`src/hdl/kce_pkg.sv`:
```
// Shared constants for the k-means cluster engine: field widths, memory
// geometry and request codes. No dependencies.
`default_nettype none

package kce_pkg;

    // Store geometry
    localparam int MAX_POINTS   = 1024;
    localparam int MAX_DIMS     = 8;
    localparam int MAX_CLUSTERS = 16;
    localparam int PT_BITS      = $clog2(MAX_POINTS);
    localparam int DIM_BITS     = $clog2(MAX_DIMS);
    localparam int CL_BITS      = $clog2(MAX_CLUSTERS);
    localparam int PT_DEPTH     = MAX_POINTS * MAX_DIMS;
    localparam int CEN_DEPTH    = MAX_CLUSTERS * MAX_DIMS;

    // Arithmetic widths
    localparam int VAL_BITS  = 16;
    localparam int SUM_BITS  = 26;
    localparam int CNT_BITS  = 11;
    localparam int SQ_BITS   = 34;
    localparam int DIST_BITS = 36;
    localparam int INR_BITS  = 48;

    // Request codes
    localparam logic [2:0] OP_LOAD_PT  = 3'd0;
    localparam logic [2:0] OP_LOAD_CEN = 3'd1;
    localparam logic [2:0] OP_RUN      = 3'd2;
    localparam logic [2:0] OP_RD_LBL   = 3'd3;
    localparam logic [2:0] OP_RD_CEN   = 3'd4;

    // Configuration register indexes
    localparam logic [1:0] CFG_CLUSTERS = 2'd0;
    localparam logic [1:0] CFG_ITERS    = 2'd1;
    localparam logic [1:0] CFG_DIMS     = 2'd2;
    localparam logic [1:0] CFG_POINTS   = 2'd3;

endpackage

`default_nettype wire

```
`src/hdl/kce_div.sv`:
```
// Iterative signed-by-unsigned divider for the centroid update, truncating
// toward zero, one quotient bit per cycle. Depends on kce_pkg.
`default_nettype none

module kce_div import kce_pkg::*; (
    input  wire                       aclk,
    input  wire                       aresetn,
    input  wire                       start,
    input  wire  signed [SUM_BITS-1:0] dividend,
    input  wire  [CNT_BITS-1:0]       divisor,
    output logic                      done,
    output logic signed [VAL_BITS-1:0] quotient
);

    localparam int STEP_BITS = $clog2(SUM_BITS);

    logic [SUM_BITS-1:0]  quo_reg;
    logic [CNT_BITS-1:0]  rem_reg;
    logic [CNT_BITS-1:0]  dvs_reg;
    logic [STEP_BITS-1:0] step_reg;
    logic                 busy_reg;
    logic                 neg_reg;
    logic                 done_reg;
    logic [CNT_BITS:0]    rem_sh;
    logic [CNT_BITS:0]    rem_sub;
    logic                 fits;

    // One restoring step
    assign rem_sh  = {rem_reg, quo_reg[SUM_BITS-1]};
    assign fits    = rem_sh >= {1'b0, dvs_reg};
    assign rem_sub = rem_sh - {1'b0, dvs_reg};

    always_ff @(posedge aclk) begin
        if (!aresetn) begin
            busy_reg <= 1'b0;
            done_reg <= 1'b0;
        end else begin
            done_reg <= 1'b0;
            if (start) begin
                quo_reg  <= dividend[SUM_BITS-1] ? (~dividend + 1'b1) : dividend;
                neg_reg  <= dividend[SUM_BITS-1];
                rem_reg  <= '0;
                dvs_reg  <= divisor;
                step_reg <= '0;
                busy_reg <= 1'b1;
            end else if (busy_reg) begin
                quo_reg  <= {quo_reg[SUM_BITS-2:0], fits};
                rem_reg  <= fits ? rem_sub[CNT_BITS-1:0] : rem_sh[CNT_BITS-1:0];
                step_reg <= step_reg + 1'b1;
                if (step_reg == STEP_BITS'(SUM_BITS - 1)) begin
                    busy_reg <= 1'b0;
                    done_reg <= 1'b1;
                end
            end
        end
    end

    assign done     = done_reg;
    assign quotient = neg_reg ? (~quo_reg[VAL_BITS-1:0] + 1'b1) : quo_reg[VAL_BITS-1:0];

endmodule

`default_nettype wire

```
`config.mk`:
```
export PLATFORM = sky130hd
export DESIGN_NAME = kce_div
export DESIGN_NICKNAME = d
export VERILOG_FILES = /design/src/hdl/kce_pkg.sv /design/src/hdl/kce_div.sv
export SDC_FILE = /design/constraint.sdc
export NUM_CORES = 1
export LEC_CHECK = 0
export BUFFER_PORTS_ARGS = -buffer_cell sky130_fd_sc_hd__buf_4
export CAP_MARGIN = 20
export CORE_ASPECT_RATIO = 0.6
export CORE_UTILIZATION = 57
export CTS_CLUSTER_SIZE = 28
export DETAILED_ROUTE_END_ITERATION = 16
export GPL_ROUTABILITY_DRIVEN = 0
export PLACE_DENSITY = 0.87
export SETUP_SLACK_MARGIN = 0.15
export SLEW_MARGIN = 0
export SYNTH_ARGS = -nofsm -noshare
export SYNTH_HDL_FRONTEND = slang
export SYNTH_SLANG_ARGS = --single-unit
```
`constraint.sdc`:
```
create_clock -name aclk -period 3.39 [get_ports aclk]
set_input_delay 0.339 -clock aclk [delete_from_list [all_inputs] [get_ports aclk]]
set_output_delay 0.339 -clock aclk [all_outputs]
set_load 0.05 [all_outputs]
```
==> flow_summary.yaml <==
floorplanning:
  start_util_pct: 59.3
  core_area_um2: 6140
  die-area_um2: 6720
  die_x_um: 105
  io_pins: 57
  die_y_um: 63.9
  rows: 22
synth:
  ys_seq_area_share_pct: 45.6
  netlist_instances: 366
  yosysTopAreaCellShare_pct: 44.5
  synth_edf_count: 54
  synth_flop_cell: "edfxtp_1"
  yosysUniqueCellTypes: 50
  syn_nets: 422
  postSynthAreaPerCell_um2: 9.95
  synth-seq-cells: 56
  yosysTopAreaCell: "edfxtp_1"
  yosys_warnings: 0
  synth_area_um2: 3640
  synth_area_leaders: "edfxtp_1, xor2_1, xnor2_1"
  ys_async_sr_fraction_pct: 0
placed_design:
  place_ws_ns: 0.707
  hpwl_um: 6300
  numPortBuffers: 56
critical_path:
  worstPathArrival_ns: 2.55
  crit_family: "simple AND/OR/NAND/NOR gates"
  r2r.worst_path.cells: 9
  slowest_delay_ns: 0.47
  crit_required_ns: 3.05
  crit_type: "reg -> out"
  crit_fanout: 4
  path_cells: "nor3_2 -> nand2_1 -> or3_4 -> or4_4 -> o31ai_2 -> xnor2_1 -> buf_4"
  cp_num_buf_inv: 1
  critPathLaunchType: "flip-flop"
  crit_path_top_delay_cell: "or4_4"
  cp.depth: 7
  end_kind: "output port"
drt:
  drc: 0
  viasPerCell: 5.99
  ant_nets: 0
  drt_iter0_markers: 407
  drt_first_pass_iters: 5
  wl_per_cell_um: 16.9
  vias: 3015
  drt-total-wl_um: 8520
cells_and_area:
  antenna_cells: 0
  post-route-util_pct: 68.6
  area_growth_pct: 15.6
  largest_reg_flops: 26
  drive_gt1_share_pct: 18.9
  n_fill_cell: 469
  nets: 474
sta:
  fin_crit_sh_pct: 85.2
  worst_slack_ns: 0.500
  setup_viol_count_final: 0
  setup-tns-final_ns: 0
  slew-limit-headroom_pct: 52.7
  slew_viol_final: 0
  fin_skew_ns: 0.00819
  fin_crit_ns: 2.89
  rsz0062_at_grt: "false"
  fmax_mhz: 346
  tightest_slew_ns: 0.710
  finalHoldViolCount: 0
min_path:
  hold_class: "in -> reg"
  hold_depth: 1
clock_network:
  cts_sinks: 56
  htreeDepth: 2
  cts_tree: "done"
  cts_max_path_buffers: 2
  hold_buffers: 0
  worstSkewPairLatency_ns: 0.31
  cts_buffers: 5
  path_clk_slew_ns: 0.10
  ctsResizeCount: 0
  root_buffer: "clkbuf_8"
  cts_setup_buffers: 0
global_routing:
  grt_usage_pct: 26.2
  antenna_found_initial: 0
  grt_max_degree: 68
  gr-total-overflow: 0
  grt_pass1_vias: 2729
  grt_first_pass_wirelength_um: 13600
pwr:
  ir_drop_v: 0.000216
  power_density_nw_per_um2: 435
  p_leak_nw: 1.64
run:
  maxCapViolCount: 0
run_status:
  status: "completed"
-- cell usage after synthesis (2+ instances only) --
cell / n
o211ai_1: 4
nand2_1: 24
dfxtp_1: 2
nor3_1: 6
o211a_1: 2
ha_1: 15
a21oi_1: 38
clkbuf_1: 10
and2_1: 2
nand3_1: 9
or4_1: 4
o21ai_0: 20
xor2_1: 24
a21o_1: 2
nor2b_1: 2
o31ai_1: 12
or3_1: 6
xnor2_1: 22
o32ai_1: 2
o21a_1: 5
edfxtp_1: 54
or3_4: 3
nor2_1: 39
nand2b_1: 7
inv_1: 21
a211oi_1: 3
nand4_1: 3
o41ai_2: 3
-- kinds of logic (layout without fill, tap and decap cells) --
kind of cell,count (synthesis),in the layout,synth area share [%]
AOI/OAI and AO/OA,98,98,17.4
xor gates and xnor gates,46,46,11.1
adders and majority gates,16,16,5.70
buffers and inverters,34,87,3.64
DFF,56,56,45.6
muxes,1,1,0.275
and+or+nand+nor,115,115,16.3
-- report_power, final --
group | total, mW | internal, mW | switching [mW]
clock | 0.362 | 0.141 | 0.220
combinational | 0.594 | 0.225 | 0.368
sequential | 0.878 | 0.833 | 0.0446
-- per-layer routing --
layer	share of wire, %	wire length (µm)	GRT usage [%]	up-vias
met5	0	0	0	-
met4	0.83	71	6.51	0
met3	9.8	839	5.31	13
met2	45	3810	40.3	152
met1	45	3800	38.2	1414
li1	-	-	-	1436
-- final timing paths --
check | endpoint | from | slack [ns]
worst max register to register | rem_reg[10] | quo_reg[25] | 0.65
worst max-delay path | quotient[15] | quo_reg[2] | 0.50
worst min-delay path | dvs_reg[7] | divisor[7] | 0.19
worst min register to register | done | busy_reg | 0.46
-- placed cells by master, fill, tap and decap left out, types with 3 or more instances in the layout --
master    Yosys  final
o211ai_1      4      4
nor2_1       39     39
nand2b_1      7      7
edfxtp_1     54     54
or3_4         3      3
o31ai_1      12     12
clkbuf_8      0      5
nor3_1        6      6
nand4_1       3      3
or4_1         4      4
nand2_1      24     24
ha_1         15     15
buf_4         1     58
xor2_1       24     24
o41ai_2       3      3
inv_1        21     21
nand3_1       9      9
or3_1         6      6
a21oi_1      38     38
a211oi_1      3      3
o21ai_0      20     20
xnor2_1      22     22
o21a_1        5      5
-- final cells by class --
cell class | instances | area, µm² | share of cell area, %
Clock inverter | 3 | 13.8 | 0.327
Clock buffer | 5 | 68.8 | 1.63
Timing Repair Buffer | 58 | 435 | 10.3
Tap cell | 84 | 105 | 2.50
Inverter | 21 | 78.8 | 1.87
Sequential cell | 56 | 1660 | 39.5
Multi-Input combinational cell | 276 | 1850 | 43.9
-- stage by stage --
| stage | power (mW) | hold WS (ns) | instances | cell area [µm²] |
|---|---|---|---|---|
| final | 1.83 | 0.195 | 503 | 4210 |
| after global routing | 1.91 | 0.178 | 503 | 4210 |
| after CTS | 1.83 | 0.190 | 503 | 4210 |
| after detailed placement | 1.47 | 0.446 | 495 | 4130 |
| after global placement | 1.45 | 0.448 | 495 | 4130 |
| after floorplan | 1.29 | 0.415 | 366 | 3640 |
-- worst reg2reg max path, stage by stage (launching register included) --
cell and delay [ns]:
edfxtp_1 0.37, inv_1 0.05, ha_1 0.22, fa_1 0.41
nand2b_1 0.20, a21oi_1 0.26, o21a_1 0.31, or3_1 0.33
nand3_2 0.15, o32ai_1 0.28
No activity file was read; power rests on OpenSTA's default activity.
